### src/hw/rtl/pixel_config_portal_regs_core_defines.svh
// assertion macros used by the datapath rtl file (pcpr_dp.sv)
`ifndef PIXEL_CONFIG_PORTAL_REGS_CORE_DEFINES_SVH
`define PIXEL_CONFIG_PORTAL_REGS_CORE_DEFINES_SVH

`ifndef SYNTHESIS

// same-cycle implication
`define PCPR_ASSERT_IMP(lbl, ck, rn, ante, cons) \
	lbl: assert property (@(posedge ck) disable iff (!rn) (ante) |-> (cons)) \
		else $error("pcpr check failed");

// next-cycle implication
`define PCPR_ASSERT_NXT(lbl, ck, rn, ante, cons) \
	lbl: assert property (@(posedge ck) disable iff (!rn) (ante) |=> (cons)) \
		else $error("pcpr check failed");

`else

`define PCPR_ASSERT_IMP(lbl, ck, rn, ante, cons)

`define PCPR_ASSERT_NXT(lbl, ck, rn, ante, cons)

`endif

`endif

### src/hw/rtl/pcpr_pkg.sv
package pcpr_pkg;

	// parameter defaults
	localparam int ROWS_DEF            = 384;
	localparam int DOUBLE_COLUMNS_DEF  = 200;
	localparam int CORE_COLUMNS_DEF    = 50;
	localparam int COLUMN_REG_ADDR_DEF = 2;
	localparam int ROW_REG_ADDR_DEF    = 3;

	// fixed field widths
	localparam int ADDR_W     = 10;
	localparam int DATA_W     = 16;
	localparam int WORD_W     = 32;
	localparam int REG_AW     = 9;
	localparam int COL_W      = 8;
	localparam int ROW_W      = 9;
	localparam int BCOL_W     = 9;
	localparam int CFG_IDX_W  = 2;
	localparam int CFG_DATA_W = 2;

	localparam int GLOBAL_DEPTH = 512;

	// service block constants
	localparam logic [7:0] SERVICE_TAG = 8'h99;
	localparam logic [1:0] STATUS_OK   = 2'b00;

	// command function codes
	localparam logic FUNC_WRITE = 1'b0;
	localparam logic FUNC_READ  = 1'b1;

	// configuration register indexes
	localparam logic [CFG_IDX_W-1:0] CFG_MODE_TDAC   = 2'd0;
	localparam logic [CFG_IDX_W-1:0] CFG_BROADCAST   = 2'd1;
	localparam logic [CFG_IDX_W-1:0] CFG_AUTO_ROW    = 2'd2;
	localparam logic [CFG_IDX_W-1:0] CFG_CHIP_ID     = 2'd3;

	typedef enum logic [2:0] {
		ST_CLEAR,
		ST_IDLE,
		ST_EXEC,
		ST_MRD,
		ST_MWR,
		ST_RDWAIT
	} state_t;

	typedef enum logic [1:0] {
		OP_GWRITE,
		OP_PFULL,
		OP_PMULTI,
		OP_READ
	} op_t;

	typedef struct packed {
		logic take_item;
		logic clr_step;
		logic exec;
		logic mw_read;
		logic mw_write;
		logic load_out;
		logic adv_row;
	} cmd_t;

	typedef struct packed {
		logic clr_last;
		op_t  op;
		logic portal;
		logic mw_last;
		logic out_free;
	} sts_t;

	// mask multi-write: pair bits 10..8 <- data 7..5, pair bits 2..0 <- data 2..0
	function automatic logic [DATA_W-1:0] mask_merge(logic [DATA_W-1:0] v,
			logic [DATA_W-1:0] d);
		return {v[15:11], d[7:5], v[7:3], d[2:0]};
	endfunction

	// tdac multi-write: pair bits 15..11 <- data 9..5, pair bits 7..3 <- data 4..0
	function automatic logic [DATA_W-1:0] tdac_merge(logic [DATA_W-1:0] v,
			logic [DATA_W-1:0] d);
		return {d[9:5], v[10:8], d[4:0], v[2:0]};
	endfunction

	function automatic logic [2*WORD_W-1:0] build_block(logic [1:0] chip,
			logic [ADDR_W-1:0] field, logic [DATA_W-1:0] value);
		return {SERVICE_TAG, chip, STATUS_OK, field, value, 26'd0};
	endfunction

endpackage

### src/hw/rtl/pcpr_ctrl.sv
module pcpr_ctrl (
	input  logic              clk,
	input  logic              arst_n,
	input  logic              in_valid,
	output logic              in_ready,
	output pcpr_pkg::cmd_t    cmd,
	input  pcpr_pkg::sts_t    sts
);

	pcpr_pkg::state_t state_q, state_nx;

	always_ff @(posedge clk or negedge arst_n) begin
		if (!arst_n) begin
			state_q <= pcpr_pkg::ST_CLEAR;
		end else begin
			state_q <= state_nx;
		end
	end

	// next state
	always_comb begin
		state_nx = state_q;
		unique case (state_q)
			pcpr_pkg::ST_CLEAR: begin
				if (sts.clr_last) state_nx = pcpr_pkg::ST_IDLE;
			end
			pcpr_pkg::ST_IDLE: begin
				if (in_valid) state_nx = pcpr_pkg::ST_EXEC;
			end
			pcpr_pkg::ST_EXEC: begin
				unique case (sts.op)
					pcpr_pkg::OP_PMULTI: state_nx = pcpr_pkg::ST_MWR;
					pcpr_pkg::OP_READ:   state_nx = pcpr_pkg::ST_RDWAIT;
					default:             state_nx = pcpr_pkg::ST_IDLE;
				endcase
			end
			pcpr_pkg::ST_MRD: begin
				state_nx = pcpr_pkg::ST_MWR;
			end
			pcpr_pkg::ST_MWR: begin
				state_nx = sts.mw_last ? pcpr_pkg::ST_IDLE : pcpr_pkg::ST_MRD;
			end
			pcpr_pkg::ST_RDWAIT: begin
				if (sts.out_free) state_nx = pcpr_pkg::ST_IDLE;
			end
			default: state_nx = pcpr_pkg::ST_CLEAR;
		endcase
	end

	// outputs
	always_comb begin
		cmd      = '0;
		in_ready = 1'b0;
		unique case (state_q)
			pcpr_pkg::ST_CLEAR: begin
				cmd.clr_step = 1'b1;
			end
			pcpr_pkg::ST_IDLE: begin
				in_ready      = 1'b1;
				cmd.take_item = in_valid;
			end
			pcpr_pkg::ST_EXEC: begin
				cmd.exec    = 1'b1;
				cmd.adv_row = (sts.op == pcpr_pkg::OP_PFULL);
			end
			pcpr_pkg::ST_MRD: begin
				cmd.mw_read = 1'b1;
			end
			pcpr_pkg::ST_MWR: begin
				cmd.mw_write = 1'b1;
				cmd.adv_row  = sts.mw_last;
			end
			pcpr_pkg::ST_RDWAIT: begin
				cmd.load_out = sts.out_free;
				cmd.adv_row  = sts.out_free & sts.portal;
			end
			default: begin
				cmd = '0;
			end
		endcase
	end

endmodule

### config.mk
export PLATFORM = sky130hd
export DESIGN_NAME = pcpr_ctrl
export DESIGN_NICKNAME = d
export VERILOG_FILES = /design/src/hw/rtl/pixel_config_portal_regs_core_defines.svh /design/src/hw/rtl/pcpr_pkg.sv /design/src/hw/rtl/pcpr_ctrl.sv
export SDC_FILE = /design/constraint.sdc
export NUM_CORES = 1
export LEC_CHECK = 0
export ABC_AREA = 1
export BUFFER_PORTS_ARGS = -buffer_cell sky130_fd_sc_hd__buf_4
export CORE_AREA = 3 3 40 42
export DETAILED_ROUTE_END_ITERATION = 16
export DIE_AREA = 0 0 43 45
export GPL_TIMING_DRIVEN = 1
export PLACE_DENSITY = 0.42
export SLEW_MARGIN = 30
export SYNTH_ARGS = -nofsm -noshare
export SYNTH_HDL_FRONTEND = slang
export SYNTH_SLANG_ARGS = --single-unit
### constraint.sdc
create_clock -name clk -period 1.3 [get_ports clk]
set_input_delay 0.065 -clock clk [delete_from_list [all_inputs] [get_ports clk]]
set_output_delay 0.065 -clock clk [all_outputs]
set_load 0.02 [all_outputs]
==> Word-level counts from Yosys, hierarchy flattened <==
Index checks and enable logic that the tools add are counted.
{ "word_totals": {"reg_bits": 3, "out_inout_bits": 8, "elab_cells": 29} }
{ "classes": {"n_eq_ne": 11, "muxes": 14, "bitwise": 1, "n_reduce_logical": 2} }
{ "ops": {"columns": ["operator", "count"], "rows": [
  ["3-bit case mux with 6 select lines", 1],
  ["3-bit two-way mux", 3],
  ["1-bit two-way mux", 7],
  ["3-bit by 2-bit == test with 1-bit output, second input constant", 2],
  ["3-bit == test, second input constant", 2],
  ["2-bit inequality test, second input constant", 3],
  ["3-bit case mux with 2 select lines", 1],
  ["2-bit == test, second input constant", 2],
  ["3-bit by 1-bit == test with 1-bit output, second input constant", 1],
  ["3-bit zero test", 1],
  ["1-bit case mux with 3 select lines", 1],
  ["3-bit AND reduction", 1],
  ["2-bit by 1-bit == test with 1-bit output, second input constant", 1],
  ["2-bit two-way mux", 1],
  ["1-bit AND", 1]
]} }

==> Depth between registers and ports, before layout <==
Gate-level depths: netlist of run 1.
{ "depth": {"ltp_word": 3, "ltp_mapped": 7, "mapped_depth_nobuf": 6} }

==> Worst setup path before layout of run 1 <==
OpenSTA, ideal clock, no wires.
{ "synth_timing": {"path_kind": "register -> output", "from": "reg state_q[1]", "to": "out cmd[0] in the netlist's numbering", "arrival_ns": 1.227, "required_ns": 1.235, "path_slack_ns": 0.008, "stages_incl_launch_ff": 6, "path_cell_list": "dfrtp_1 inv_1 nand3_1 nor2_1 nand2_1 nand3_1"} }
{ "synth_lines": {"columns": ["item", "line_no", "rtl"], "rows": [
  ["from (decl)", "pcpr_ctrl.sv:10", "pcpr_pkg::state_t state_q, state_nx;"],
  ["from (signal assigned)", "pcpr_ctrl.sv:14", "state_q <= pcpr_pkg::ST_CLEAR;"],
  ["from (signal assigned)", "pcpr_ctrl.sv:16", "state_q <= state_nx;"],
  ["to (decl)", "pcpr_ctrl.sv:6", "output pcpr_pkg::cmd_t cmd,"]
]} }

==> metrics.txt, run 1 <==
Synth area leaders dfrtp_1, nand2_1, nor2_1, nand3_1, inv_1; design area 520 µm²; Sw Share 47.0%; fill count 147; final hold vios 0; Slew headroom 89.3%; maximum vdd drop 0.969 mV; chip width 43 µm; Worst path slowest cell dfrtp_2; Mapped Nets 54; drc violations 0; crit path buf inv count 2; Largest delay share family, worst path flip-flops; Power Dens Cells 2290 nW/µm²; f_max 791 MHz; Post-DP Area 400 µm²; FP Rows 13; clock share of power 13.4%; crit path DAT 1200 ps; Initial DRC Count 5; fin cells 87; R2R setup slack 180 ps; n_diodes 0; Main synth FF type dfrtp_1; vias per inst 4.33; kind of critical path reg2out; biggest regs state_q x3; vias in the first global route 372; Nets 82; area growth from synthesis to layout 90.8%; wirelength, routed 800 µm; Synth Register Bits 3; Cells after DPL 75; Combinational Power Share 66.7%; share of the synthesized area in the top cell type 27.5%; Core ar. 1280 µm²; largest net degree at the start of global routing 7; Die ar. 1940 µm²; Synth cell types 13; Leakage Power 0.285 nW; clk_skew 0.269 ps; global-route wire length before repair 1490 µm; cts bufs inserted 3; layout cells sized above 1 56.9%; sequential fraction of the synthesis area 27.5%; max cap viols 0; mean post-synth cell area 6.06 µm²; I/O pin count 17; worst hold slack 146 ps; worst hold path type in2reg; setup_tns 0 ps; Die Ht 45 µm; Ys Warns 0; H-tree depth 1; register with the most flip-flops state_q; drt pass-1 iters 4; P_int 631 µW; Commonest cells post-synth nand2_1, nor2_1, inv_1, nand3_1, dfrtp_1; status finished, final reports clean; post-synthesis async set-or-reset flop share 100%; Final Setup Violations 0; Sw Pwr 559 µW; Buffers on Ports 16; max reg flops 3; clk buf depth 2; Slew @ Worst Pin 159 ps; Startpoint Class register; per-cell routed wire length 9.20 µm; Crit. End Element output pin; clk_lat worst skew 230 ps; Clk pin slew, worst setup/hold paths 40 ps; min cycle time layout 1260 ps; Congestion Overflow GR 0; Cells after Synth 45; ANT nets after route 0; Worst Path Required 1240 ps; Synth Cell Area 273 µm²; Overall Power 1.19 mW; half-perimeter wire length after placement 589 µm; fin crit share 97.3%; CP max stage delay 440 ps; initial antenna violation count 0; Vias 377; CTS root buf clkbuf_4; number of synthesized flops with an enable pin 0; post-synth top area cell dfrtp_1; critical path, cell by cell inv_2 -> nand2_1 -> nor2_2 -> nand3_1 -> nand3_2 -> buf_6; count of clock tree sinks 3; Starting Density 21.2%; RSZ-0062 raised after global routing true; Pins Over Slew Limit 0; CTS tree built; gpl congestion 0.687; Seq pwr share 19.9%; Worst Path Max Fanout 6; gr usage total 10.6%
-- cell type report --
class | instances | area, µm² | share of cell area, %
inverters | 8 | 30.0 | 5.77
flip-flops and latches | 3 | 78.8 | 15.1
multi-input cells | 33 | 179 | 34.4
well taps | 15 | 18.8 | 3.61
repair buffers | 24 | 188 | 36.1
clock buffers | 4 | 26.3 | 5.05
-- cells by family after synthesis --
family,share of synthesized area [%]
compound gates,6.88
buf+inv,15.1
flops,27.5
simple gates,50.5
-- layout by cell type, fill, tap and decap left out, drive strengths merged, types with 2 or more instances in the layout --
master | netlist | final
buf | 1 | 23
clkbuf | 0 | 4
dfrtp | 3 | 3
inv | 8 | 8
nand2 | 10 | 10
nand3 | 6 | 6
nor2 | 10 | 10
nor3 | 2 | 2
o21ai | 2 | 2
-- worst paths after layout --
kind	depth (start not counted)	start	endpoint
setup reg to reg	5	state_q[1]	state_q[1]
setup / recovery	6	state_q[2]	cmd[0]
max in group asynchronous	2	arst_n	state_q[2]
hold / removal	3	sts[1]	state_q[1]
min in group asynchronous	2	arst_n	state_q[1]
hold reg to reg	2	state_q[1]	state_q[2]
-- worst min-delay path: stages --
cell     delay [ps]
buf_4            90
or2_0           120
a21oi_2          60
-- routing by layer --
layer / wire [µm] / up-vias / share of wire [%] / GRT usage (%)
li1: - / 197 / - / -
met1: 344 / 173 / 43 / 11.8
met5: 0 / - / 0 / 0
met3: 37 / 0 / 4.6 / 3.98
met4: 0 / 0 / 0 / 7.23
met2: 418 / 7 / 52 / 17.1
-- power groups by stage --
stage               clock, mW  sequential, mW  combinational [mW]
floorplan                   0           0.180               0.475
global route            0.176           0.248               0.891
detailed placement          0           0.240               0.612
CTS                     0.168           0.235               0.784
finish                  0.160           0.237               0.793
global placement            0           0.241               0.613
-- stage by stage --
| stage | setup slack (ps) | util, % |
|---|---|---|
| 3_5_place_dp | 86.1 | 31.2 |
| 4_1_cts | -3.12 | 39.5 |
| 5_1_grt | -67.4 | 40.5 |
| 6_report | 35.5 | 40.5 |
| 2_1_floorplan | 8.24 | - |
| 3_3_place_gp | 93.2 | 31.2 |
-- timing repair --
| action | in CTS | in global routing |
|---|---|---|
| setup buffers | 7 | 0 |
| hold buffers | 1 | 0 |
| pin swaps | 2 | 1 |
| endpoints found under the setup margin | 2 | 5 |
| resized for setup | 11 | 3 |
| hold endpoints to repair | 3 | 0 |
Note: power is estimated with default switching activity, not from simulation.
==> run 2: changes to the inputs <==
ABC_AREA = default   (was 1)
PLACE_DENSITY = 0.39   (was 0.42)
==> metrics.txt, run 2 <==
area growth from synthesis to layout 127%; Initial DRC Count 1 (-4); fill count 142 (-3.4%); drc violations 0 (unchanged); half-perimeter wire length after placement 547 µm (-7.2%); cts bufs inserted 3 (unchanged); Startpoint Class register; fin crit share 104% (+6.7 points); number of synthesized flops with an enable pin 0 (unchanged); mean post-synth cell area 8.02 µm² (+32%); sequential fraction of the synthesis area 32.3% (+4.7 points); commonest non-fill, non-tap cell in the layout buf_4; Pins Over Slew Limit 0 (unchanged); Slew @ Worst Pin 205 ps (+46.3 ps); Nets 67 (-18%); Worst Path Required 1240 ps (about the same); Mapped Nets 38 (-30%); Crit. End Element output pin; CTS root buf clkbuf_4; n_diodes 0 (unchanged); fin cells 72 (-17%); RSZ-0062 raised after global routing true; clk_skew 1.38 ps (+1.11 ps); Cells after Synth 29 (-36%); commonest non-fill, non-tap cells in the layout buf_4, buf_6, a21oi_1, clkbuf_4; maximum vdd drop 0.847 mV (-13%); Main synth FF type dfrtp_1; FP Rows 13 (unchanged); CP max stage delay 380 ps (-60 ps); register with the most flip-flops state_q; critical path, cell by cell and2b_2 -> and3_4 -> o2bb2ai_2 -> buf_6; HP Start sts[0]; Power Dens Cells 2500 nW/µm² (+9.3%); Slew headroom 86.2% (-3.1 points); kind of critical path reg2out; Core ar. 1280 µm² (unchanged); Synth Cell Area 233 µm² (-15%); layout cells sized above 1 66.7% (+9.7 points); worst hold path type in2reg; met3 usage in global routing 3.19% (-0.80 points); met1 Use GR 9.90% (-1.9 points); Starting Density 18.1% (-3.1 points); largest net degree at the start of global routing 14 (+7); f_max 740 MHz (-6.4%); Congestion Overflow GR 0 (unchanged); clk_lat worst skew 230 ps (about the same); count of clock tree sinks 3 (unchanged); global-route wire length before repair 1220 µm (-18%); Place WS 100 ps (+14.3 ps); max cap viols 0 (unchanged); Buffers on Ports 16 (unchanged); RR Startpoint state_q[1]; vias per inst 4.26 (-1.6%); post-synthesis async set-or-reset flop share 100% (unchanged); Largest delay share family, worst path simple AND/OR/NAND/NOR gates; Clk pin slew, worst setup/hold paths 40 ps (about the same); ANT nets after route 0 (unchanged); GR Util met2 13.8% (-3.3 points); vias in the first global route 290 (-22%); Synth Register Bits 3 (unchanged); Setup crit start state_q[1]; Die ar. 1940 µm² (unchanged); Commonest cells post-synth a21oi_1, and2b_1, dfrtp_1; Die Ht 45 µm (unchanged); max reg flops 3 (unchanged); gr usage total 8.42% (-2.2 points); clk buf depth 2 (unchanged); final hold vios 0 (unchanged); H-tree depth 1 (unchanged); failing checks setup timing; share of the synthesized area in the top cell type 32.3% (+4.7 points); Worst Path Max Fanout 3 (-3); CTS tree built; wirelength, routed 817 µm (+2.1%); I/O pin count 17 (unchanged); GRT busiest layer met2; crit path buf inv count 1 (-1); biggest regs state_q x3; initial antenna violation count 0 (unchanged); status complete, but fails checks; setup_tns -79.4 ps (-79.4 ps); Cells after DPL 60 (-20%); Worst path slowest cell dfrtp_1; drt pass-1 iters 2 (-2); chip width 43 µm (unchanged); crit path DAT 1290 ps (+90 ps); gpl congestion 0.724 (+5.4%); Leakage Power 0.256 nW (-10%); post-route setup slack -51.3 ps (-86.9 ps); Ys Warns 0 (unchanged); Final Setup Violations 2 (+2); Synth cell types 18 (+5); post-synth top area cell dfrtp_1; min cycle time layout 1350 ps (+86.9 ps); Synth area leaders dfrtp_1, and2b_1, a21oi_1, and2_1, nor2b_1; per-cell routed wire length 11.3 µm (+23%); Vias 307 (-19%)
==> run 2: what timing repair did <==
item                                    in CTS  in global routing
hold buffers                                 1                  0
hold endpoints to repair                     3                  0
endpoints found under the setup margin       5                  6
pin swaps                                    3                  2
buffers inserted                             4                  3
gates resized for setup                     10                  6
==> run 2: routing by layer <==
| layer | vias up | part of all wire [%] |
|---|---|---|
| li1 | 156 | - |
| met1 | 137 | 42 |
| met2 | 14 | 50 |
| met3 | 0 | 8.3 |
| met4 | 0 | 0 |
| met5 | - | 0 |
==> run 2: path summary, 6_finish.rpt <==
kind	depth (start not counted)	to	slack, ps
hold / removal	2	state_q[2]	50
max in group asynchronous	2	state_q[2]	1030
min in group asynchronous	2	state_q[0]	160
setup reg to reg	5	state_q[0]	90
setup / recovery	4	cmd[0]	-50
hold reg to reg	2	state_q[1]	600
==> run 2: stage by stage <==
stage	utilization, %	hold slack, ps	total power, mW	area [µm²]
2_1_floorplan	-	-231	0.578	238
3_3_place_gp	29.5	-145	0.830	379
3_5_place_dp	29.5	-144	0.836	379
4_1_cts	37.3	56.5	1.16	479
5_1_grt	41.1	66.1	1.43	528
6_report	41.1	52.5	1.32	528
==> run 2: cell families after synthesis <==
kind of cell | share of synthesized area (%)
and+or+nand+nor | 41.4
buffers and inverters | 5.38
AOI/OAI and AO/OA | 21.0
DFF | 32.3
==> run 2: layout make-up <==
type	instances	area [µm²]	area share, %
sequential	3	77.6	14.7
inverter	2	7.51	1.42
tap	15	18.8	3.55
clock buffer	4	26.3	4.98
multi-input combinational	23	185	35.1
timing repair buffer	25	213	40.3
==> run 2: power breakdown <==
part / switching, mW / total, mW / internal, mW / leakage [nW]
Clock: 0.0440 / 0.159 / 0.115 / 0.0150
Sequential: 0.0573 / 0.204 / 0.147 / 0.0359
Combinational: 0.429 / 0.957 / 0.528 / 0.205
Total: 0.530 / 1.32 / 0.790 / 0.256
==> run 2: worst register-to-register path, cell delays in order (launching register included) <==
cell     delay [ps]
dfrtp_1         380
and2b_2         230
buf_6           120
buf_4           120
a21oi_1         130
o22ai_1         110
==> run 3: changes to the inputs <==
clock period = 1.7 ns   (was 1.3 ns; I/O delays follow)
==> metrics.txt, run 3 (synthesis results as in run 2) <==
status finished, final reports clean; Nets 59 (-12%); biggest regs state_q x3; kind of critical path reg2out; Initial DRC Count 1 (unchanged); n_diodes 0 (unchanged); fill count 151 (+6.3%); Starting Density 18.1% (unchanged); worst hold slack 81.0 ps (+28.5 ps); clk_skew 0.813 ps (-0.565 ps); Final Setup Violations 0 (-2); FP Rows 13 (unchanged); cts bufs inserted 3 (unchanged); global-route wire length before repair 966 µm (-21%); Die Ht 45 µm (unchanged); Slew @ Worst Pin 354 ps (+148 ps); crit path buf inv count 1 (unchanged); gr usage total 7.10% (-1.3 points); vias per inst 4.19 (-1.8%); initial antenna violation count 0 (unchanged); drc violations 0 (unchanged); CP max stage delay 420 ps (+40 ps); drt pass-1 iters 4 (+2); count of clock tree sinks 3 (unchanged); f_max 681 MHz; max reg flops 3 (unchanged); Core ar. 1280 µm² (unchanged); chip width 43 µm (unchanged); FF+latch area 75.1 µm² (-3.2%); ANT nets after route 0 (unchanged); Startpoint Class register; Clk pin slew, worst setup/hold paths 40 ps (about the same); Pins Over Slew Limit 0 (unchanged); RSZ-0062 raised after global routing false; min cycle time layout 1470 ps; vias in the first global route 247 (-15%); layout cells sized above 1 40.8% (-26 points); Power Dens Cells 1800 nW/µm² (-28%); clk buf depth 2 (unchanged); Die ar. 1940 µm² (unchanged); setup_tns 0 ps (+79.4 ps); Slew headroom 76.4% (-9.8 points); Buffers on Ports 16 (unchanged); Largest delay share family, worst path simple AND/OR/NAND/NOR gates; clk_lat worst skew 230 ps (about the same); critical path, cell by cell and2b_1 -> and3_4 -> o2bb2ai_1 -> buf_4; register with the most flip-flops state_q; worst hold path type in2reg; per-cell routed wire length 10.3 µm (-9.1%); Congestion Overflow GR 0 (unchanged); I/O pin count 17 (unchanged); area growth from synthesis to layout 73.1%; CTS tree built; Leakage Power 0.200 nW (-22%); final hold vios 0 (unchanged); H-tree depth 1 (unchanged); Worst path slowest cell dfrtp_1; max cap viols 0 (unchanged); Vias 268 (-13%); maximum vdd drop 0.527 mV (-38%); commonest non-fill, non-tap cell in the layout buf_4; area of the multi-input gates 145 µm² (-22%); fin crit share 86.3%; crit path DAT 1380 ps (+90 ps); gpl congestion 0.669 (-7.6%); post_cts resized 0 (-10); Worst Path Max Fanout 7 (+4); commonest non-fill, non-tap cells in the layout buf_4, and2b_1, a21oi_1, clkbuf_4, dfrtp_1; CTS root buf clkbuf_4; wirelength, routed 660 µm (-19%); Worst Path Required 1620 ps (+380 ps); half-perimeter wire length after placement 518 µm (-5.3%); largest net degree at the start of global routing 14 (unchanged); Crit. End Element output pin
==> run 3: cell types whose count changed in the layout (fill, tap and decap cells not counted), sizes merged <==
cell,delta
buf,-8
==> run 3: worst paths after layout <==
check / start / to / slack (ps) / cells after the start
min in group asynchronous: arst_n / state_q[2] / 170 / 2
worst max-delay path: state_q[1] / cmd[0] / 230 / 4
worst max register to register: state_q[2] / state_q[0] / 620 / 3
worst min register to register: state_q[1] / state_q[1] / 530 / 1
worst min-delay path: sts[0] / state_q[2] / 80 / 2
max in group asynchronous: arst_n / state_q[0] / 1440 / 2
==> run 3: timing repair <==
item,4_1_cts,5_1_grt
hold buffers,1,0
setup buffers,0,0
hold endpoints to repair,3,0
==> run 3: power by group <==
part | switching [mW] | leakage, nW | total (mW) | internal [mW]
combinational | 0.214 | 0.146 | 0.419 | 0.205
sequential | 0.0743 | 0.0384 | 0.182 | 0.107
clock | 0.0361 | 0.0150 | 0.124 | 0.0879
==> run 3: layout make-up <==
type                       count  area share, %
timing repair buffer          17           32.3
sequential                     3           18.6
multi-input combinational     23           36.0
inverter                       2           1.86
clock buffer                   4           6.52
tap                           15           4.66
==> run 3: metrics by stage <==
| step | area (µm²) | utilization (%) | instances | total power, mW | worst slack (ps) |
|---|---|---|---|---|---|
| global placement | 367 | 28.5 | 59 | 0.608 | 496 |
| detailed placement | 367 | 28.5 | 59 | 0.607 | 481 |
| global route | 403 | 31.4 | 64 | 0.784 | 129 |
| floorplan | 233 | - | 29 | 0.433 | 292 |
| CTS | 403 | 31.4 | 64 | 0.738 | 227 |
| finish | 403 | 31.4 | 64 | 0.724 | 233 |
==> run 3: layer usage <==
layer	part of all wire [%]	global-route usage (%)	wire [µm]	vias to the layer above
met5	0	0	0	-
met4	0	7.23	0	0
met3	8.0	2.39	53	0
met2	53	12.0	347	10
met1	39	6.55	259	119
li1	-	-	-	139
